**config.mk**
```make
export PLATFORM = sky130hd
export DESIGN_NAME = delta_list_timer_queue_top
export DESIGN_NICKNAME = d
export VERILOG_FILES = /design/src/rtl/core/dltq_pkg.sv /design/src/rtl/core/dltq_cell.sv /design/src/rtl/core/dltq_div.sv /design/src/rtl/core/delta_list_timer_queue_top.sv
export VERILOG_INCLUDE_DIRS = /design/src /design/src/rtl/core
export SDC_FILE = /design/constraint.sdc
export NUM_CORES = 2
export LEC_CHECK = 0
export ABC_AREA = 0
export BUFFER_PORTS_ARGS = -buffer_cell sky130_fd_sc_hd__buf_2
export CAP_MARGIN = 10
export CORE_MARGIN = 5
export CORE_UTILIZATION = 45
export CTS_BUF_LIST = sky130_fd_sc_hd__clkbuf_16
export CTS_CLUSTER_SIZE = 24
export DETAILED_ROUTE_END_ITERATION = 10
export PLACE_DENSITY_LB_ADDON = 0.12
export SLEW_MARGIN = 5
export SYNTH_ARGS = -nofsm -noshare
export SYNTH_HDL_FRONTEND = slang
export SYNTH_SLANG_ARGS = --single-unit
```
**constraint.sdc**
```tcl
create_clock -name clk_i -period 10.97 [get_ports clk_i]
set_input_delay 2.7425 -clock clk_i [delete_from_list [all_inputs] [get_ports clk_i]]
set_output_delay 2.7425 -clock clk_i [all_outputs]
set_load 0.005 [all_outputs]
```
**src/rtl/core/delta_list_timer_queue_top_defines.svh**
```systemverilog
// Assertion macros for the delta-list timer queue.
// No dependencies; taken in by the top level.
`ifndef DELTA_LIST_TIMER_QUEUE_TOP_DEFINES_SVH
`define DELTA_LIST_TIMER_QUEUE_TOP_DEFINES_SVH

`ifndef ASSERT_OFF
// checked outside reset only
`define DLTQ_ASSERT(lbl, prop, msg) \
  lbl: assert property (@(posedge clk_i) disable iff (!rst_ni) (prop)) else $error(msg);
// checked at every edge, reset included
`define DLTQ_ASSERT_ALWAYS(lbl, prop, msg) \
  lbl: assert property (@(posedge clk_i) (prop)) else $error(msg);
`else
`define DLTQ_ASSERT(lbl, prop, msg)
`define DLTQ_ASSERT_ALWAYS(lbl, prop, msg)
`endif

`endif

```
**src/rtl/core/dltq_pkg.sv**
```systemverilog
// Types, constants and helpers for the delta-list timer queue.
// No dependencies.
package dltq_pkg;

  localparam int NUM_TIMERS = 16;
  localparam int TICK_MS    = 10;
  localparam int MS_W       = 32;
  localparam int TMR_W      = 4;
  localparam int FLAG_CODES = 16;
  localparam int CNT_W      = $clog2(NUM_TIMERS + 1);
  localparam int OUT_CNT_W  = 5;

  // ms to ticks: floor(ms / TICK_MS) == (ms * DIV_MUL) >> (MS_W + DIV_SH) for every ms
  localparam int          DIV_SH  = $clog2(TICK_MS);
  localparam logic [63:0] DIV_MUL = ((64'd1 << (MS_W + DIV_SH)) + 64'(TICK_MS - 1))
                                    / 64'(TICK_MS);

  typedef enum logic [1:0] {
    OP_TICK   = 2'd0,
    OP_SET    = 2'd1,
    OP_CHECK  = 2'd2,
    OP_CANCEL = 2'd3
  } op_e;

  typedef enum logic [1:0] {
    ST_OK        = 2'd0,
    ST_FULL      = 2'd1,
    ST_NOT_FOUND = 2'd2
  } status_e;

  typedef struct packed {
    op_e              op;
    logic [TMR_W-1:0] timer_index;
    logic [MS_W-1:0]  duration_ms;
  } cmd_t;

  typedef struct packed {
    logic                 flag_value;
    status_e              status;
    logic [OUT_CNT_W-1:0] fired_count;
    logic [OUT_CNT_W-1:0] active_count;
  } res_t;

  typedef struct packed {
    logic [TMR_W-1:0] tmr;
    logic [MS_W-1:0]  delta;
  } entry_t;

  typedef struct packed {
    logic shift;
    logic we;
  } cell_ctrl_t;

  function automatic logic [OUT_CNT_W-1:0] cnt_out(input logic [CNT_W-1:0] c);
    logic [CNT_W+OUT_CNT_W-1:0] e;
    e = {{OUT_CNT_W{1'b0}}, c};
    return e[OUT_CNT_W-1:0];
  endfunction

endpackage

```
**src/rtl/core/dltq_cell.sv**
```systemverilog
// One list position of the queue: holds an entry, takes its right neighbor on shift.
// Depends on dltq_pkg.
module dltq_cell import dltq_pkg::*; (
  input  logic       clk_i,
  input  cell_ctrl_t ctrl_i,
  input  entry_t     wdata_i,
  input  entry_t     nxt_i,
  output entry_t     q_o
);

  entry_t entry_q;

  always_ff @(posedge clk_i) begin
    if (ctrl_i.we) begin
      entry_q <= wdata_i;
    end else if (ctrl_i.shift) begin
      entry_q <= nxt_i;
    end
  end

  assign q_o = entry_q;

endmodule

```
**src/rtl/core/dltq_div.sv**
```systemverilog
// Milliseconds to ticks by reciprocal multiply, result in the cycle after start.
// Depends on dltq_pkg.
module dltq_div import dltq_pkg::*; (
  input  logic            clk_i,
  input  logic            rst_ni,
  input  logic            start_i,
  input  logic [MS_W-1:0] dividend_i,
  output logic            done_o,
  output logic [MS_W-1:0] quot_o
);

  localparam int PROD_W = 2 * MS_W + 1;
  localparam logic [MS_W:0] MUL_C = DIV_MUL[MS_W:0];

  logic [PROD_W-1:0] prod;
  logic [PROD_W-1:0] shifted;
  logic [MS_W-1:0]   quot_q;
  logic              done_q;

  assign prod    = {{(MS_W+1){1'b0}}, dividend_i} * {{MS_W{1'b0}}, MUL_C};
  assign shifted = prod >> (MS_W + DIV_SH);

  always_ff @(posedge clk_i or negedge rst_ni) begin
    if (!rst_ni) begin
      done_q <= 1'b0;
    end else begin
      done_q <= start_i;
    end
  end

  always_ff @(posedge clk_i) begin
    if (start_i) begin
      quot_q <= shifted[MS_W-1:0];
    end
  end

  assign done_o = done_q;
  assign quot_o = quot_q;

endmodule

```
**src/rtl/core/delta_list_timer_queue_top.sv**
```systemverilog
// Delta-list timer queue: a chain of cells holds the list in expiry order.
// Per item: check answers at once; tick updates the head, then rotates or fires;
// cancel makes one pass; set does the tick conversion, then one rotation of the chain.
// One item at a time; the next is taken in the cycle its result strobes; no stall.
// Async active-low reset empties the list and clears all expire flags.
`include "delta_list_timer_queue_top_defines.svh"
module delta_list_timer_queue_top import dltq_pkg::*; (
  input  logic clk_i,
  input  logic rst_ni,
  input  logic start,
  output logic busy,
  input  cmd_t cmd_i,
  output logic result_valid_o,
  output res_t result_o
);

  typedef enum logic [6:0] {
    S_IDLE      = 7'b0000001,
    S_DIV       = 7'b0000010,
    S_SET       = 7'b0000100,
    S_TICK_HEAD = 7'b0001000,
    S_TICK_ROT  = 7'b0010000,
    S_TICK_FIRE = 7'b0100000,
    S_CANCEL    = 7'b1000000
  } state_e;

  state_e                state_q, state_d;
  logic [CNT_W-1:0]      len_q, len_d;
  logic [CNT_W-1:0]      k_q, k_d;
  logic [CNT_W-1:0]      m_q, m_d;
  logic [MS_W-1:0]       prefix_q, prefix_d;
  logic [MS_W-1:0]       ticks_q, ticks_d;
  logic [TMR_W-1:0]      tmr_q, tmr_d;
  logic                  hit_q, hit_d;
  logic                  pend_q, pend_d;
  logic [MS_W-1:0]       pend_val_q, pend_val_d;
  logic [OUT_CNT_W-1:0]  fired_q, fired_d;
  logic [FLAG_CODES-1:0] flags_q, flags_d;
  res_t                  res_q, res_d;
  logic                  res_valid_q;

  logic             fin, fin_flag;
  status_e          fin_status;
  logic             pop, push;
  entry_t           wdata;
  logic [CNT_W-1:0] widx;
  logic [MS_W-1:0]  total, dec;
  logic             div_start, div_done;
  logic [MS_W-1:0]  div_quot;
  logic             accept;

  entry_t     cell_q [NUM_TIMERS];
  cell_ctrl_t ctrl   [NUM_TIMERS];
  entry_t     head;

  assign head   = cell_q[0];
  assign accept = start && state_q == S_IDLE;
  assign widx   = pop ? len_q - CNT_W'(1) : len_q;

  for (genvar i = 0; i < NUM_TIMERS; i++) begin : g_cell
    entry_t nxt;
    if (i == NUM_TIMERS - 1) begin : g_last
      assign nxt = cell_q[i];
    end else begin : g_mid
      assign nxt = cell_q[i+1];
    end
    assign ctrl[i] = '{shift: pop, we: push && (widx == CNT_W'(i))};
    dltq_cell u_cell (
      .clk_i   (clk_i),
      .ctrl_i  (ctrl[i]),
      .wdata_i (wdata),
      .nxt_i   (nxt),
      .q_o     (cell_q[i])
    );
  end

  dltq_div u_div (
    .clk_i      (clk_i),
    .rst_ni     (rst_ni),
    .start_i    (div_start),
    .dividend_i (cmd_i.duration_ms),
    .done_o     (div_done),
    .quot_o     (div_quot)
  );

  always_comb begin
    state_d    = state_q;
    k_d        = k_q;
    m_d        = m_q;
    prefix_d   = prefix_q;
    ticks_d    = ticks_q;
    tmr_d      = tmr_q;
    hit_d      = hit_q;
    pend_d     = pend_q;
    pend_val_d = pend_val_q;
    fired_d    = fired_q;
    flags_d    = flags_q;
    fin        = 1'b0;
    fin_flag   = 1'b0;
    fin_status = ST_OK;
    pop        = 1'b0;
    push       = 1'b0;
    wdata      = head;
    div_start  = 1'b0;
    total      = prefix_q + head.delta;
    dec        = (head.delta == '0) ? '0 : head.delta - MS_W'(1);

    case (state_q)
      S_IDLE: begin
        if (accept) begin
          tmr_d  = cmd_i.timer_index;
          k_d    = '0;
          m_d    = len_q;
          hit_d  = 1'b0;
          pend_d = 1'b0;
          case (cmd_i.op)
            OP_TICK: begin
              fired_d = '0;
              if (len_q == '0) begin
                fin = 1'b1;
              end else begin
                state_d = S_TICK_HEAD;
              end
            end
            OP_SET: begin
              if (len_q == CNT_W'(NUM_TIMERS)) begin
                fin        = 1'b1;
                fin_status = ST_FULL;
              end else begin
                div_start = 1'b1;
                state_d   = S_DIV;
              end
            end
            OP_CHECK: begin
              fin      = 1'b1;
              fin_flag = flags_q[cmd_i.timer_index];
              flags_d[cmd_i.timer_index] = 1'b0;
            end
            OP_CANCEL: begin
              flags_d[cmd_i.timer_index] = 1'b0;
              state_d = S_CANCEL;
            end
            default: ;
          endcase
        end
      end
      S_DIV: begin
        if (div_done) begin
          ticks_d  = div_quot;
          prefix_d = '0;
          state_d  = S_SET;
        end
      end
      S_SET: begin
        if (k_q < m_q) begin
          if (!hit_q && ticks_q < total) begin
            // new entry goes ahead of the head; head keeps the remainder
            push       = 1'b1;
            wdata.tmr  = tmr_q;
            wdata.delta = ticks_q - prefix_q;
            hit_d      = 1'b1;
            pend_d     = 1'b1;
            pend_val_d = total - ticks_q;
          end else begin
            pop  = 1'b1;
            push = 1'b1;
            if (pend_q) begin
              wdata.delta = pend_val_q;
              pend_d      = 1'b0;
            end
            if (!hit_q) begin
              prefix_d = total;
            end
            k_d = k_q + CNT_W'(1);
          end
        end else if (!hit_q) begin
          push        = 1'b1;
          wdata.tmr   = tmr_q;
          wdata.delta = ticks_q - prefix_q;
          hit_d       = 1'b1;
        end else begin
          fin = 1'b1;
        end
      end
      S_TICK_HEAD: begin
        pop = 1'b1;
        if (dec == '0) begin
          flags_d[head.tmr] = 1'b1;
          fired_d = OUT_CNT_W'(1);
          state_d = S_TICK_FIRE;
        end else begin
          push        = 1'b1;
          wdata.delta = dec;
          k_d         = CNT_W'(1);
          state_d     = S_TICK_ROT;
        end
      end
      S_TICK_ROT: begin
        if (k_q < m_q) begin
          pop  = 1'b1;
          push = 1'b1;
          k_d  = k_q + CNT_W'(1);
        end else begin
          fin = 1'b1;
        end
      end
      S_TICK_FIRE: begin
        if (len_q != '0 && head.delta == '0) begin
          pop = 1'b1;
          flags_d[head.tmr] = 1'b1;
          fired_d = fired_q + OUT_CNT_W'(1);
        end else begin
          fin = 1'b1;
        end
      end
      S_CANCEL: begin
        if (k_q < m_q) begin
          pop = 1'b1;
          k_d = k_q + CNT_W'(1);
          if (!hit_q && head.tmr == tmr_q) begin
            // drop it, fold its delta into the next entry
            hit_d      = 1'b1;
            pend_d     = 1'b1;
            pend_val_d = head.delta;
          end else begin
            push = 1'b1;
            if (pend_q) begin
              wdata.delta = head.delta + pend_val_q;
              pend_d      = 1'b0;
            end
          end
        end else begin
          fin        = 1'b1;
          fin_status = hit_q ? ST_OK : ST_NOT_FOUND;
        end
      end
      default: state_d = S_IDLE;
    endcase

    case ({push, pop})
      2'b10:   len_d = len_q + CNT_W'(1);
      2'b01:   len_d = len_q - CNT_W'(1);
      default: len_d = len_q;
    endcase

    res_d = res_q;
    if (fin) begin
      state_d            = S_IDLE;
      res_d.flag_value   = fin_flag;
      res_d.status       = fin_status;
      res_d.fired_count  = (state_q == S_TICK_FIRE) ? fired_q : '0;
      res_d.active_count = cnt_out(len_d);
    end
  end

  always_ff @(posedge clk_i or negedge rst_ni) begin
    if (!rst_ni) begin
      state_q     <= S_IDLE;
      len_q       <= '0;
      k_q         <= '0;
      m_q         <= '0;
      hit_q       <= 1'b0;
      pend_q      <= 1'b0;
      fired_q     <= '0;
      flags_q     <= '0;
      res_valid_q <= 1'b0;
    end else begin
      state_q     <= state_d;
      len_q       <= len_d;
      k_q         <= k_d;
      m_q         <= m_d;
      hit_q       <= hit_d;
      pend_q      <= pend_d;
      fired_q     <= fired_d;
      flags_q     <= flags_d;
      res_valid_q <= fin;
    end
  end

  always_ff @(posedge clk_i) begin
    prefix_q   <= prefix_d;
    ticks_q    <= ticks_d;
    tmr_q      <= tmr_d;
    pend_val_q <= pend_val_d;
    res_q      <= res_d;
  end

  assign busy           = state_q != S_IDLE;
  assign result_valid_o = res_valid_q;
  assign result_o       = res_q;

  `DLTQ_ASSERT(a_len_bound, len_q <= CNT_W'(NUM_TIMERS), "list length past capacity")
  `DLTQ_ASSERT_ALWAYS(a_result_idle, result_valid_o |-> !busy, "result while still busy")
  `DLTQ_ASSERT(a_check_one_cycle, accept && cmd_i.op == OP_CHECK |=> result_valid_o && !busy,
               "check item gave no result next cycle")

endmodule

```
Word level (Yosys, flattened, before mapping)
Index checks and enable logic that the tools add are counted.

cells by class
  $add $sub $neg = 9
  muxes and demuxes = 125
  $lt $le $gt $ge = 6
  equality and inequality tests = 51
  $mul = 1
  bitwise logic cells = 3
  reductions and logical operators = 63

operators by type and width
  operator                                                               count
  36-bit two-way mux                                                     32
  32-bit two-way mux                                                     15
  32-bit one-hot mux with 2 select lines                                 2
  32-bit one-hot mux with 3 select lines                                 1
  32-bit adder                                                           2
  32-bit zero test                                                       2
  32-bit by 32-bit multiplier with 64-bit output, second input constant  1
  16-bit two-way mux                                                     4
  5-bit two-way mux                                                      10
  16-bit one-hot mux with 3 select lines                                 1
  5-bit by 4-bit equality test with 1-bit output, second input constant  8
  1-bit two-way mux                                                      35
  7-bit two-way mux                                                      5
  2-bit nonzero test                                                     17
  29-bit by 32-bit < comparator with 1-bit output                        1
  29-bit by 32-bit subtractor with 32-bit output                         1
  32-bit by 1-bit subtractor with 32-bit output, second input constant   1
  32-bit by 29-bit subtractor with 32-bit output                         1
  7-bit one-hot mux with 4 select lines                                  1
  5-bit AND reduction                                                    5
  1-bit logical AND                                                      22
  2-bit inequality test, second input constant                           11
  7-bit one-hot mux with 3 select lines                                  1
  5-bit by 3-bit equality test with 1-bit output, second input constant  4
  other kinds (50)                                                       75

word-level totals
  input port bits = 41
  register bits after elaboration = 762
  logic and storage cells = 309
  output and inout bits = 15

Depth between registers and ports, before layout
  word-level depth = 10
  mapped depth = 29
  depth with buffers taken out = 28

By module
Synthesis repeated with hierarchy kept, for this count alone.

second synthesis, totals
  cell total of the unflattened synthesis = 4864
  area, all modules = 60093.9 µm²

by module, submodules not included
  module                      instances  seq. area each (µm²)  area each (µm²)  cells an instance
  dltq_cell                   16         1081.0                1672.9           77
  dltq_div                    1          895.9                 17827.1          1746
  delta_list_timer_queue_top  1          4545.6                15501.1          1886

Worst setup path before layout
Ideal clock, no wire load.

  path kind = input to register
  start point = input port cmd_i[17] in the netlist's numbering
  end point = register u_div.quot_q[27] (netlist: u_div.quot_o[27]) (data pin)
  data arrival time = 9.225 ns
  path buffers = 0
  stages on the path = 24
  required time = 10.712 ns
  setup slack = 1.488 ns
  library setup time = 0.258 ns
  cell sequence = ha_1 inv_1 fa_1 inv_1 fa_1 inv_1 fa_1 inv_1 fa_1 fa_1 fa_1 fa_1 ha_1 a21o_1 a21o_1 a221oi_1 o21ai_0 a2111o_1 a32oi_1 o31a_1 o31ai_1 a21bo_2 a21oi_1 xnor2_1

between the ends
  word-level cells in the longest chain between the ends = 1

ends and longest elaborated chain
  what                                            line                              text
  start: declaration                              delta_list_timer_queue_top.sv:12  input cmd_t cmd_i,
  32-bit by 32-bit multiplier with 64-bit output  dltq_div.sv:20                    assign prod = {{(MS_W+1){1'b0}}, dividend_i} * {{MS_W{1'b0}}, MUL_C};
  net u_div.prod[63]                              dltq_div.sv:15                    logic [PROD_W-1:0] prod;
  end signal: assignment                          dltq_div.sv:33                    quot_q <= shifted[MS_W-1:0];
  end: declaration                                dltq_div.sv:17                    logic [MS_W-1:0] quot_q;

The timed path passes the listed nets, and every way through them passes these cells.
A chain may end at the register's enable or synchronous reset.

Final worst setup path
  start point = input port cmd_i[16] in the netlist's numbering
  end point = register u_div.quot_q[27] (netlist: u_div.quot_o[27]) (data pin)

Same word-level chain as after synthesis.

==> flow_metrics.tcl <==
set metrics [dict create \
    run_status "finished, final reports clean" \
    worstPathRequired_ns 11.39 \
    setup_tns_ns 0 \
    clkTransAtPathRegs_ns 0.06 \
    detail_route.wl_per_cell_um 23.6 \
    tritoncts "done" \
    async_reset_ff_share_pct 6.17 \
    clock-sinks 762 \
    final.fill_count 11500 \
    clockPowerShare_pct 13.3 \
    drc_errors 0 \
    rr_worst_depth 24 \
    period_share_pct 89.1 \
    die-area_mm2 0.135 \
    pin_count_of_the_biggest_net_entering_global_routing 61 \
    groute.usage.overall_pct 23.4 \
    wirelength_um 158000 \
    num_vias 37100 \
    row_count 131 \
    startpoint_of_the_lowest_slack_register_to_register_path "g_cell[0].u_cell.q_o[1]" \
    max_slew_margin_pct 22.9 \
    tightest_slew_ns 1.15 \
    postLayoutSetupSlackWorst_ns 1.20 \
    timing.critical_path.from_type "primary input" \
    worstReg2RegEnd "g_cell[7].u_cell.q_o[1]" \
    area_growth_pct 9.06 \
    final_setup_fails 0 \
    p_seq_share_pct 22.2 \
    hold-path-cell-count 0 \
    vias_in_the_first_global_route 38500 \
    wire_length_of_the_first_global_routing_pass_um 242000 \
    start_util_pct 45.2 \
    n_antenna_cell 0 \
    nNetsFinal 5889 \
    endpoint_kind "flip-flop" \
    die_height_um 367 \
    criticalPathCategory "in2reg" \
    pwr_density_cell_mw_per_mm2 343 \
    mostFrequentLayoutCell "sky130_fd_sc_hd__inv_1" \
    post_route_skew_ns 0.0495 \
    number_of_clock_buffers_inserted_by_tritoncts 84 \
    drt_iter0_markers 2686 \
    count_of_flip_flops_with_a_built_in_enable_after_synthesis 715 \
    final-hold-violation-count 0 \
    yosys-top-cells-area "sky130_fd_sc_hd__edfxtp_1, sky130_fd_sc_hd__fa_1, sky130_fd_sc_hd__ha_1" \
    post-synth-top-area-fraction_pct 37.4 \
    non_filler_instances 6692 \
    drive_above_1_share_pct 14.5 \
    globalRoute.totalOverflow 0 \
    dieWidth_um 367 \
    design_area_mm2 0.0626 \
    yosys.cell_types.count 99 \
    cts.hold.buffers_added 0 \
    number_of_instances_resized_during_post_cts_repair 0 \
    place_congestion 0.926 \
    combPwrFrac_pct 64.5 \
    ir_drop_mv 0.594 \
    power.internal_mw 11.8 \
    max_cap_viol_count 0 \
    dpl-instance-area_mm2 0.0599 \
    hold-path-endpoint "ticks_q[8]" \
    layout_common_cells "sky130_fd_sc_hd__inv_1, sky130_fd_sc_hd__edfxtp_1, sky130_fd_sc_hd__ha_1" \
    rsz0062_at_grt "no" \
    place.port_buffers 55 \
    timing.final.crit_period_ns 9.77 \
    io-pin-count 56 \
    detail-route-antenna-nets 0 \
    postSynthAreaPerCell_um2 11.8 \
    holdCritStartpoint "u_div.quot_o[8]" \
    postSynthRegisterBits 762 \
    timing.critical_path.fanout_max 5 \
    total_of_warnings_raised_by_yosys 0 \
    gate_count_after_technology_mapping 4888 \
    yosysTopAreaCell "sky130_fd_sc_hd__edfxtp_1" \
    pre_cts_slack_ns 0.432 \
    yosysSeqAreaShare_pct 39.4 \
    place.detailed.instances 6538 \
    timing_max_transition_violations_final 0 \
    leakagePower_nw 25.8 \
    firstDrtPassIters 6 \
    hp-class "reg2reg" \
    cts_post_setup_buffers_inserted 0 \
    net-switching-power_mw 9.71 \
    synth.net_count 5815 \
    clock_latency_ns 0.70 \
    syn-cell-area_mm2 0.0574 \
    netSwitchingFraction_pct 45.1 \
    crit_path_launch "cmd_i[16]" \
    timing.fmax_mhz 102 \
    clk_path_buf_depth 3 \
    via_per_inst 5.54 \
    clock-root-buffer "sky130_fd_sc_hd__clkbuf_16" \
    r2r_setup_slack_ns 1.55 \
    core_footprint_mm2 0.127 \
    cp_data_arrival_time_ns 10.20 \
    postSynth.topFlopCell "sky130_fd_sc_hd__edfxtp_1" \
    antenna_found_initial 0 \
    dp_hpwl_um 122000 \
    ctsHtreeMaxLevel 3 \
]
cells in the mapped netlist (all sizes together), types with 13 or more instances:
library cell  instances
edfxtp              715
nor4                 21
or3                  20
ha                  467
o31ai                20
inv                 857
clkbuf              108
o22ai                18
xnor2                85
buf                  63
a211oi               49
dfrtp                46
mux2i               181
nand3b               13
o21bai               16
nor2b                15
fa                  419
nand4                30
o21ai               184
nor3                 60
mux2                403
xor2                 55
nand3                53
nor2                167
o21a                 24
a31oi                23
and2                 42
a21oi               170
and3                 20
nand2               202
nand2b               43
a21o                 91
a221oi               14
cell type report:
| class | count | area, µm² | area share, % |
|---|---|---|---|
| clock inverter | 69 | 662 | 1.06 |
| timing repair buffer | 159 | 1060 | 1.69 |
| sequential | 762 | 22600 | 36.2 |
| clock buffer | 85 | 2130 | 3.40 |
| multi-input combinational | 3097 | 30800 | 49.2 |
| tap | 1662 | 2080 | 3.32 |
| inverter | 858 | 3220 | 5.14 |
critical path: stages:
cell and delay (ns):
sky130_fd_sc_hd__buf_2 0.23, sky130_fd_sc_hd__ha_1 0.30, sky130_fd_sc_hd__inv_1 0.15, sky130_fd_sc_hd__fa_1 0.56, sky130_fd_sc_hd__inv_1 0.06, sky130_fd_sc_hd__fa_1 0.54, sky130_fd_sc_hd__inv_1 0.07, sky130_fd_sc_hd__fa_1 0.51
sky130_fd_sc_hd__inv_1 0.06, sky130_fd_sc_hd__fa_1 0.55, sky130_fd_sc_hd__fa_1 0.43, sky130_fd_sc_hd__fa_1 0.52, sky130_fd_sc_hd__fa_1 0.42, sky130_fd_sc_hd__ha_1 0.30, sky130_fd_sc_hd__a21o_1 0.18, sky130_fd_sc_hd__a21o_1 0.17
sky130_fd_sc_hd__a221oi_1 0.21, sky130_fd_sc_hd__o21ai_0 0.19, sky130_fd_sc_hd__a2111o_1 0.50, sky130_fd_sc_hd__a32oi_1 0.43, sky130_fd_sc_hd__o31a_1 0.33, sky130_fd_sc_hd__o31ai_1 0.10, sky130_fd_sc_hd__buf_4 0.15, sky130_fd_sc_hd__a21bo_2 0.20
sky130_fd_sc_hd__a21oi_1 0.18, sky130_fd_sc_hd__xnor2_1 0.09
flip-flops by register name (all words and copies together) (netlist names):
signal             flops
prefix_q              32
fired_q                5
hit_q                  1
u_div.quot_o          29
state_q                7
pend_val_q            32
result_o              13
len_q                  5
ticks_q               29
tmr_q                  4
m_q                    5
g_cell.u_cell.q_o    576
flags_q               16
u_div.done_o           1
pend_q                 1
k_q                    5
result_valid_o         1
power groups by stage:
stage,registers [mW],logic [mW],clock network (mW)
floorplan,4.74,9.88,0
global placement,4.83,13.8,0
detailed placement,4.84,13.9,0
CTS,4.79,14.0,2.94
global route,4.84,15.8,3.06
finish,4.78,13.9,2.86
how the worst max path moves through the flow:
| stage | cells after the start | end |
|---|---|---|
| CTS | 26 | u_div.quot_o[27] |
| finish | 26 | u_div.quot_o[27] |
| floorplan | 24 | u_div.quot_o[27] |
| global route | 24 | g_cell[7].u_cell.q_o[11] |
| detailed placement | 26 | u_div.quot_o[27] |
| global placement | 26 | u_div.quot_o[27] |
metrics by stage:
step / power, mW / hold WS, ns / util, %
after floorplan: 14.6 / 0.400 / -
after global placement: 18.7 / 0.401 / 47.1
after detailed placement: 18.7 / 0.405 / 47.1
after CTS: 21.7 / 0.409 / 49.3
after global routing: 23.7 / 0.412 / 49.3
final: 21.5 / 0.401 / 49.3
kinds of logic (layout without fill, tap and decap cells):
family	after synthesis	after routing	synth area share [%]
AO/OA/AOI/OAI	744	744	8.80
XOR/XNOR	140	140	2.13
adder cells (fa/ha/maj)	886	886	24.8
buffers and inverters	1029	1171	7.13
flip-flops	762	762	39.4
multiplexers	589	589	11.3
AND/OR/NAND/NOR	738	738	6.47
metal layers:
layer | GRT usage (%) | vias up | share of wire, %
li1 | - | 17200 | -
met1 | 32.5 | 18900 | 46
met2 | 39.8 | 784 | 48
met3 | 2.40 | 177 | 3.7
met4 | 5.49 | 0 | 2.1
met5 | 0 | - | 0
No activity file was read; power rests on OpenSTA's default activity.
